$ cat src/rtl/brpm_pkg.sv
`default_nettype none
// ----------------------------------------------------------------------------
// Block RMS peak meter package
// Payload types, controller command and status types, and fixed widths.
// ----------------------------------------------------------------------------
package brpm_pkg;

	localparam int SAMPLE_W = 16;
	localparam int RMS_W    = 24;
	// The mean of squares never exceeds 2^30, so it fits in 31 bits.
	localparam int MEAN_W   = 31;
	// The mean is scaled by 2^16 before the root to give 8 fraction bits.
	localparam int SQ_SHIFT = 16;
	localparam int RAD_W    = 2 * RMS_W;
	localparam int SQ_STEPS = RMS_W;

	typedef struct packed {
		logic signed [SAMPLE_W-1:0] sample;
		logic                       block_end;
		logic                       restart_peak;
	} brpm_in_t;

	typedef struct packed {
		logic [RMS_W-1:0] block_rms;
		logic [RMS_W-1:0] peak_rms;
	} brpm_out_t;

	typedef struct packed {
		logic accept;
		logic div_step;
		logic sq_load;
		logic sq_step;
		logic emit;
	} brpm_cmd_t;

	typedef struct packed {
		logic last;
		logic out_free;
	} brpm_sts_t;

endpackage
`default_nettype wire

$ cat src/rtl/brpm_ctrl.sv
`default_nettype none
// ----------------------------------------------------------------------------
// Block RMS peak meter controller
// Sequences accumulation, the bit-serial divide, the square root and the
// result load.
// ----------------------------------------------------------------------------
module brpm_ctrl #(
	parameter int SUM_W = 43
) (
	input  wire logic                  clk,
	input  wire logic                  arst_n,
	input  wire logic                  item_valid,
	output logic                       item_ready,
	input  wire brpm_pkg::brpm_sts_t   sts,
	output brpm_pkg::brpm_cmd_t        cmd
);
	import brpm_pkg::*;

	localparam int ITR_W = $clog2(SUM_W);

	typedef enum logic [2:0] {
		ST_IDLE,
		ST_DRAIN,
		ST_DIV,
		ST_SQLD,
		ST_SQRT,
		ST_EMIT
	} state_t;

	state_t           state_q;
	logic [ITR_W-1:0] itr_q;
	logic             accept;

	assign item_ready = (state_q == ST_IDLE);
	assign accept     = item_valid && item_ready;

	always_comb begin
		cmd          = '0;
		cmd.accept   = accept;
		cmd.div_step = (state_q == ST_DIV);
		cmd.sq_load  = (state_q == ST_SQLD);
		cmd.sq_step  = (state_q == ST_SQRT);
		cmd.emit     = (state_q == ST_EMIT) && sts.out_free;
	end

	always_ff @(posedge clk or negedge arst_n) begin
		if (!arst_n) begin
			state_q <= ST_IDLE;
			itr_q   <= '0;
		end else begin
			unique case (state_q)
				ST_IDLE: begin
					if (accept && sts.last) begin
						state_q <= ST_DRAIN;
					end
				end
				// The square of the final request is added to the sum here.
				ST_DRAIN: begin
					itr_q   <= '0;
					state_q <= ST_DIV;
				end
				ST_DIV: begin
					if (itr_q == ITR_W'(SUM_W - 1)) begin
						state_q <= ST_SQLD;
					end
					itr_q <= itr_q + 1'b1;
				end
				ST_SQLD: begin
					itr_q   <= '0;
					state_q <= ST_SQRT;
				end
				ST_SQRT: begin
					if (itr_q == ITR_W'(SQ_STEPS - 1)) begin
						state_q <= ST_EMIT;
					end
					itr_q <= itr_q + 1'b1;
				end
				ST_EMIT: begin
					if (sts.out_free) begin
						state_q <= ST_IDLE;
					end
				end
				default: begin
					state_q <= ST_IDLE;
				end
			endcase
		end
	end

endmodule
`default_nettype wire

$ cat src/rtl/brpm_dp.sv
`default_nettype none
// ----------------------------------------------------------------------------
// Block RMS peak meter datapath
// Square accumulator, restoring divider, digit-by-digit square root, running
// peak and the result register.
// ----------------------------------------------------------------------------
module brpm_dp #(
	parameter int MAX_BLOCK = 4096,
	parameter int CNT_W     = 13,
	parameter int SUM_W     = 43
) (
	input  wire logic                 clk,
	input  wire logic                 arst_n,
	input  wire brpm_pkg::brpm_in_t   item,
	input  wire brpm_pkg::brpm_cmd_t  cmd,
	output brpm_pkg::brpm_sts_t       sts,
	output logic                      result_valid,
	input  wire logic                 result_ready,
	output brpm_pkg::brpm_out_t       result
);
	import brpm_pkg::*;

	logic [SAMPLE_W-1:0]   mag;
	logic [2*SAMPLE_W-1:0] sq_full;
	logic [MEAN_W-1:0]     square_s1;
	logic                  sq_vld_s1;

	logic [SUM_W-1:0]      sum_q;
	logic [CNT_W-1:0]      count_q;
	logic [CNT_W-1:0]      rem_q;
	logic [CNT_W:0]        div_try;
	logic                  div_ge;

	logic [RAD_W-1:0]      rad_q;
	logic [RMS_W-1:0]      root_q;
	logic [RMS_W+1:0]      srem_q;
	logic [RMS_W+3:0]      sq_cur;
	logic [RMS_W+3:0]      sq_trial;
	logic                  sq_ge;

	logic [RMS_W-1:0]      peak_q;
	logic [RMS_W-1:0]      peak_new;
	logic                  res_vld_q;
	brpm_out_t             res_q;

	assign mag     = item.sample[SAMPLE_W-1] ? SAMPLE_W'(-item.sample)
	                                         : SAMPLE_W'(item.sample);
	assign sq_full = (2*SAMPLE_W)'(mag) * (2*SAMPLE_W)'(mag);

	// The block also ends when this request fills it to the maximum length.
	assign sts.last     = item.block_end || (count_q == CNT_W'(MAX_BLOCK - 1));
	assign sts.out_free = !res_vld_q || result_ready;

	assign div_try = {rem_q, sum_q[SUM_W-1]};
	assign div_ge  = (div_try >= {1'b0, count_q});

	assign sq_cur   = {srem_q, rad_q[RAD_W-1 -: 2]};
	assign sq_trial = {2'b00, root_q, 2'b01};
	assign sq_ge    = (sq_cur >= sq_trial);

	assign peak_new = (peak_q < root_q) ? root_q : peak_q;

	// Square pipeline stage.
	always_ff @(posedge clk or negedge arst_n) begin
		if (!arst_n) begin
			sq_vld_s1 <= 1'b0;
		end else begin
			sq_vld_s1 <= cmd.accept;
		end
	end

	always_ff @(posedge clk) begin
		if (cmd.accept) begin
			square_s1 <= sq_full[MEAN_W-1:0];
		end
	end

	// Sum register doubles as the dividend shifter; it ends up holding the quotient.
	always_ff @(posedge clk or negedge arst_n) begin
		if (!arst_n) begin
			sum_q   <= '0;
			count_q <= '0;
			peak_q  <= '0;
		end else begin
			if (cmd.emit) begin
				sum_q <= '0;
			end else if (cmd.div_step) begin
				sum_q <= {sum_q[SUM_W-2:0], div_ge};
			end else if (sq_vld_s1) begin
				sum_q <= sum_q + SUM_W'(square_s1);
			end

			if (cmd.emit) begin
				count_q <= '0;
			end else if (cmd.accept) begin
				count_q <= count_q + 1'b1;
			end

			if (cmd.accept && item.restart_peak) begin
				peak_q <= '0;
			end else if (cmd.emit) begin
				peak_q <= peak_new;
			end
		end
	end

	always_ff @(posedge clk) begin
		if (cmd.accept) begin
			rem_q <= '0;
		end else if (cmd.div_step) begin
			rem_q <= div_ge ? CNT_W'(div_try - {1'b0, count_q}) : div_try[CNT_W-1:0];
		end
	end

	// Two radicand bits per step, one root bit per step.
	always_ff @(posedge clk) begin
		if (cmd.sq_load) begin
			rad_q  <= {{(RAD_W - MEAN_W - SQ_SHIFT){1'b0}}, sum_q[MEAN_W-1:0],
			           {SQ_SHIFT{1'b0}}};
			root_q <= '0;
			srem_q <= '0;
		end else if (cmd.sq_step) begin
			rad_q <= {rad_q[RAD_W-3:0], 2'b00};
			if (sq_ge) begin
				srem_q <= (RMS_W+2)'(sq_cur - sq_trial);
				root_q <= {root_q[RMS_W-2:0], 1'b1};
			end else begin
				srem_q <= sq_cur[RMS_W+1:0];
				root_q <= {root_q[RMS_W-2:0], 1'b0};
			end
		end
	end

	always_ff @(posedge clk or negedge arst_n) begin
		if (!arst_n) begin
			res_vld_q <= 1'b0;
		end else begin
			if (cmd.emit) begin
				res_vld_q <= 1'b1;
			end else if (result_ready) begin
				res_vld_q <= 1'b0;
			end
		end
	end

	always_ff @(posedge clk) begin
		if (cmd.emit) begin
			res_q.block_rms <= root_q;
			res_q.peak_rms  <= peak_new;
		end
	end

	assign result_valid = res_vld_q;
	assign result       = res_q;

`ifndef NO_ASSERTIONS
	a_peak_ge_rms: assert property (@(posedge clk) disable iff (!arst_n)
		result_valid |-> (result.peak_rms >= result.block_rms))
		else $error("peak below block rms");

	a_emit_valid: assert property (@(posedge clk) disable iff (!arst_n)
		cmd.emit |=> result_valid)
		else $error("result not presented after load");

	a_count_range: assert property (@(posedge clk) disable iff (!arst_n)
		(32'(count_q) <= MAX_BLOCK))
		else $error("sample count beyond maximum block");

	a_no_accept_busy: assert property (@(posedge clk) disable iff (!arst_n)
		(cmd.div_step || cmd.sq_step) |-> !cmd.accept)
		else $error("request taken during divide or root");
`endif

endmodule
`default_nettype wire

$ cat src/rtl/block_rms_peak_meter_unit.sv
`default_nettype none
// Throughput: one sample per cycle while a block accumulates.
// After a block-ending sample the unit is busy and takes no new sample while the
// one-bit-per-cycle divider and the 24-step square root run.
// The result becomes valid once the drain, divide, root load, square root and emit
// states have run; an earlier result still waiting holds the unit and the load in emit.
// Reset clears the sum, count, peak and all valid flags at once.
// ----------------------------------------------------------------------------
// Block RMS peak meter
// Accumulates squared samples per block, emits block RMS and running peak.
// ----------------------------------------------------------------------------
module block_rms_peak_meter_unit #(
	parameter int MAX_BLOCK = 4096
) (
	input  wire logic                clk,
	input  wire logic                arst_n,
	input  wire logic                item_valid,
	output logic                     item_ready,
	input  wire brpm_pkg::brpm_in_t  item,
	output logic                     result_valid,
	input  wire logic                result_ready,
	output brpm_pkg::brpm_out_t      result
);
	import brpm_pkg::*;

	localparam int CNT_W = $clog2(MAX_BLOCK + 1);
	localparam int SUM_W = 30 + CNT_W;

	brpm_cmd_t cmd;
	brpm_sts_t sts;

	brpm_ctrl #(
		.SUM_W(SUM_W)
	) u_ctrl (
		.clk        (clk),
		.arst_n     (arst_n),
		.item_valid (item_valid),
		.item_ready (item_ready),
		.sts        (sts),
		.cmd        (cmd)
	);

	brpm_dp #(
		.MAX_BLOCK (MAX_BLOCK),
		.CNT_W     (CNT_W),
		.SUM_W     (SUM_W)
	) u_dp (
		.clk          (clk),
		.arst_n       (arst_n),
		.item         (item),
		.cmd          (cmd),
		.sts          (sts),
		.result_valid (result_valid),
		.result_ready (result_ready),
		.result       (result)
	);

endmodule
`default_nettype wire

$ cat config.mk
export PLATFORM = sky130hd
export DESIGN_NAME = block_rms_peak_meter_unit
export DESIGN_NICKNAME = d
export VERILOG_FILES = /design/src/rtl/brpm_pkg.sv /design/src/rtl/brpm_ctrl.sv /design/src/rtl/brpm_dp.sv /design/src/rtl/block_rms_peak_meter_unit.sv
export SDC_FILE = /design/constraint.sdc
export NUM_CORES = 1
export LEC_CHECK = 0
export CORE_ASPECT_RATIO = 1.2
export CORE_MARGIN = 5
export CORE_UTILIZATION = 45
export CTS_BUF_LIST = sky130_fd_sc_hd__clkbuf_4 sky130_fd_sc_hd__clkbuf_8
export DETAILED_ROUTE_END_ITERATION = 12
export DONT_BUFFER_PORTS = 1
export SLEW_MARGIN = 40
export SYNTH_ARGS = -nofsm -noshare
export SYNTH_HDL_FRONTEND = slang
export SYNTH_SLANG_ARGS = --single-unit
$ cat constraint.sdc
create_clock -name clk -period 4.67 [get_ports clk]
set_input_delay 0.467 -clock clk [delete_from_list [all_inputs] [get_ports clk]]
set_output_delay 0.467 -clock clk [all_outputs]
set_load 0.01 [all_outputs]
==> key figures <==
Routing
  • Wire per inst: 16.5 microns
  • Via/cell ratio: 5.30
  • Post-route ant nets: 0
  • Drt first pass iters: 6
  • DR iter-0 viols: 862
  • Final wirelength: 53900 microns
  • Residual DRC: 0
  • Via count: 17400

Clock tree
  • Clock-pin transition on the worst setup and hold timing paths: 60 ps
  • Root Driver: clkbuf_8
  • Clock Latency Late Sink: 580 ps
  • Clk sinks: 264
  • TritonCTS Buffers: 41
  • Clock tree buffer depth: 3
  • H-tree depth: 2
  • CTS tree: yes

Critical path
  • Critical path type: in2reg
  • Endpoint class of the critical path: flop
  • Crit path max-delay family: adder cells
  • CP Buf/Inv Count: 4
  • CP max stage delay: 560 ps
  • Most frequent cell on the critical path: fa_1
  • WP data arrival: 7750 ps
  • CP Launch Type: primary input
  • CP max stage cell: fa_1
  • Worst R2R Setup Slack: 910 ps
  • WP data required: 4980 ps
  • Critical path fanouts, max: 4

Finish
  • Area Overhead vs Synth: 18.8%
  • Final core occ: 0.536
  • Fin nets: 2987
  • Final instance area: 26200 sq um
  • Number of fill cells: 4475
  • Share of cells above drive strength 1: 0.187

Floorplan
  • Die Area: 53600 sq um
  • Die Ht: 253 microns
  • Die width: 212 microns
  • Core ar.: 48900 sq um
  • Cell row count: 89
  • I/O pins: 72
  • Initial Util: 0.451

Outcome
  • Outcome: finished with violations
  • Failing checks: negative setup slack

Placement
  • Final HPWL DP: 41000 microns
  • Cell Area, Placed: 24400 sq um
  • I/O Buffers: 0
  • GPL Wtd Cong: 0.891
  • Dpl ws: -3420 ps

Hold path
  • Class of the worst hold path: in2reg

Yosys
  • Primary FF master, synth: edfxtp_1
  • Seq cells post-synth: 264
  • Synthesized area per cell: 9.10 sq um
  • Sequential share of the synthesized area: 0.310
  • Mapped cell area: 22100 sq um
  • Cells after synthesis: 2426
  • Synth unique cells: 78
  • Ys async rst share: 0.345
  • Number of synthesized flops with an enable pin: 109
  • Ys Warns: 0

Global route
  • Initial antenna violation count: 1
  • Largest net degree at the start of global routing: 92
  • Vias in the first global route: 18000
  • First-pass GRT wire length: 88800 microns
  • Total GRT Usage: 0.199
  • Gr ovfl total: 0

STA
  • Fmax: 0.134 GHz
  • Worst Tran Pin Value: 792 ps
  • Clk_skew: 26.3 ps
  • Slew Limit Fails: 0
  • Final worst setup slack: -2770 ps
  • Final hold violations: 0
  • Final period utilization: 1.59
  • Setup violators final: 24
  • Rel. slew slack: 0.465
  • Unrepaired setup endpoints after global routing: yes
  • Fin crit period: 7440 ps

Flow run
  • Max Cap Viol: 0
## final timing paths
check,depth (start not counted),start,end
hold / removal,3,item_valid,u_ctrl.state_q[0]$_DFFE_PN0P_
setup reg to reg,11,u_dp.root_q[5]$_SDFFE_PP0P_,u_dp.srem_q[12]$_SDFFE_PP0P_
min in group asynchronous,2,arst_n,u_dp.sum_q[27]$_DFFE_PN0P_
hold reg to reg,2,u_dp.srem_q[3]$_SDFFE_PP0P_,u_dp.srem_q[3]$_SDFFE_PP0P_
setup / recovery,27,item[8],u_dp.square_s1[30]$_DFFE_PP_
max in group asynchronous,2,arst_n,u_dp.peak_q[2]$_DFFE_PN0P_
## state kept, by name, indices dropped and copies added, names as in the netlist
name and flops:
u_dp.result 48, u_dp.sum_q 43, u_dp.rad_q 32, u_dp.square_s1 30, u_dp.srem_q 26, u_dp.peak_q 24
u_dp.root_q 24, u_dp.count_q 13, u_dp.rem_q 13, u_ctrl.itr_q 6, u_ctrl.state_q 3, u_dp.result_valid 1
u_dp.sq_vld_s1 1
## worst register-to-register path, stage by stage (launching register included)
cell and delay [ps]:
dfxtp_1 430, inv_1 100, ha_1 350, a21oi_1 220
o21ai_0 160, or3_1 330, o221a_2 280, o41a_1 440
a211oi_4 580, buf_4 410, mux2i_1 240, o21ai_0 90
## layout by cell type, fill, tap and decap left out, types with 64 or more instances in the layout
| master | netlist | routed |
|---|---|---|
| nand2_1 | 358 | 339 |
| inv_1 | 310 | 276 |
| buf_4 | 0 | 188 |
| ha_1 | 193 | 165 |
| fa_1 | 166 | 161 |
| a21oi_1 | 168 | 155 |
| nor2_1 | 150 | 135 |
| o21ai_0 | 139 | 127 |
| edfxtp_1 | 109 | 109 |
| dfrtp_1 | 91 | 91 |
| xnor2_1 | 77 | 73 |
| dfxtp_1 | 64 | 64 |
## what timing repair did
| action | in CTS | in global routing |
|---|---|---|
| hold buffers | 3 | 0 |
| resized for setup | 94 | 67 |
| endpoints found under the hold margin | 92 | 0 |
| pin swaps | 73 | 66 |
| setup buffers | 28 | 13 |
| setup endpoints to repair | 24 | 24 |
## synth_stat cells, types with 9 or more instances
| cell | count | area share |
|---|---|---|
| fa_1 | 166 | 0.15 |
| nand3_1 | 46 | 0.010 |
| nor2b_1 | 10 | 0.0028 |
| nand2_1 | 358 | 0.061 |
| ha_1 | 193 | 0.11 |
| a21oi_1 | 168 | 0.038 |
| nor2_1 | 150 | 0.026 |
| nor3_1 | 24 | 0.0054 |
| dfxtp_1 | 64 | 0.058 |
| clkbuf_1 | 81 | 0.014 |
| o21bai_1 | 9 | 0.0031 |
| nand2b_1 | 18 | 0.0051 |
| inv_1 | 310 | 0.053 |
| o21ai_0 | 139 | 0.032 |
| xnor2_1 | 77 | 0.031 |
| xor2_1 | 40 | 0.016 |
| nand4_1 | 22 | 0.0062 |
| o21a_1 | 16 | 0.0054 |
| mux2_2 | 25 | 0.013 |
| dfrtp_1 | 91 | 0.10 |
| a21o_1 | 51 | 0.017 |
| edfxtp_1 | 109 | 0.15 |
| a31oi_1 | 17 | 0.0048 |
| and3_1 | 11 | 0.0031 |
| and2_1 | 10 | 0.0028 |
| a211oi_1 | 31 | 0.011 |
| a32oi_1 | 15 | 0.0060 |
| mux2i_1 | 28 | 0.013 |
## metrics by stage
step                cells  hold WS (ps)  setup TNS, ps
floorplan            2435           171         -53090
global placement     3161           181         -59540
detailed placement   3161           182         -61810
CTS                  3267           183         -43880
global route         3277           203         -49560
finish               3277           216         -45040
## kinds of logic (layout without fill, tap and decap cells)
group,Yosys count,count (layout),share of synthesized area
AOI/OAI and AO/OA,532,532,0.150
DFF,264,264,0.310
adders and majority gates,359,359,0.260
xor gates and xnor gates,118,118,0.0477
other,2,12,0.000340
muxes,53,53,0.0255
and+or+nand+nor,690,690,0.137
buffers and inverters,408,612,0.0695
## layout make-up
| cell class | count | area (sq um) | area share |
|---|---|---|---|
| Sequential cell | 264 | 6830 | 0.260 |
| Clock buffer | 58 | 723 | 0.0276 |
| Clock inverter | 18 | 140 | 0.00534 |
| Inverter | 317 | 1210 | 0.0461 |
| Timing Repair Buffer | 219 | 1790 | 0.0683 |
| Multi-Input combinational cell | 1763 | 14700 | 0.562 |
| Tap cell | 637 | 797 | 0.0304 |
| Antenna cell | 1 | 2.50 | 0.0000954 |
## per-layer routing
layer  vias up  global-route usage  part of all wire
li1       8568                   -                 -
met1      8444               0.249              0.43
met2       277               0.360              0.52
met3        95              0.0196             0.026
met4         0              0.0648             0.031
met5         -                   0                 0
Power is not shown: default switching activity piles up to over one toggle a cycle in this logic, so the estimate is an artifact.
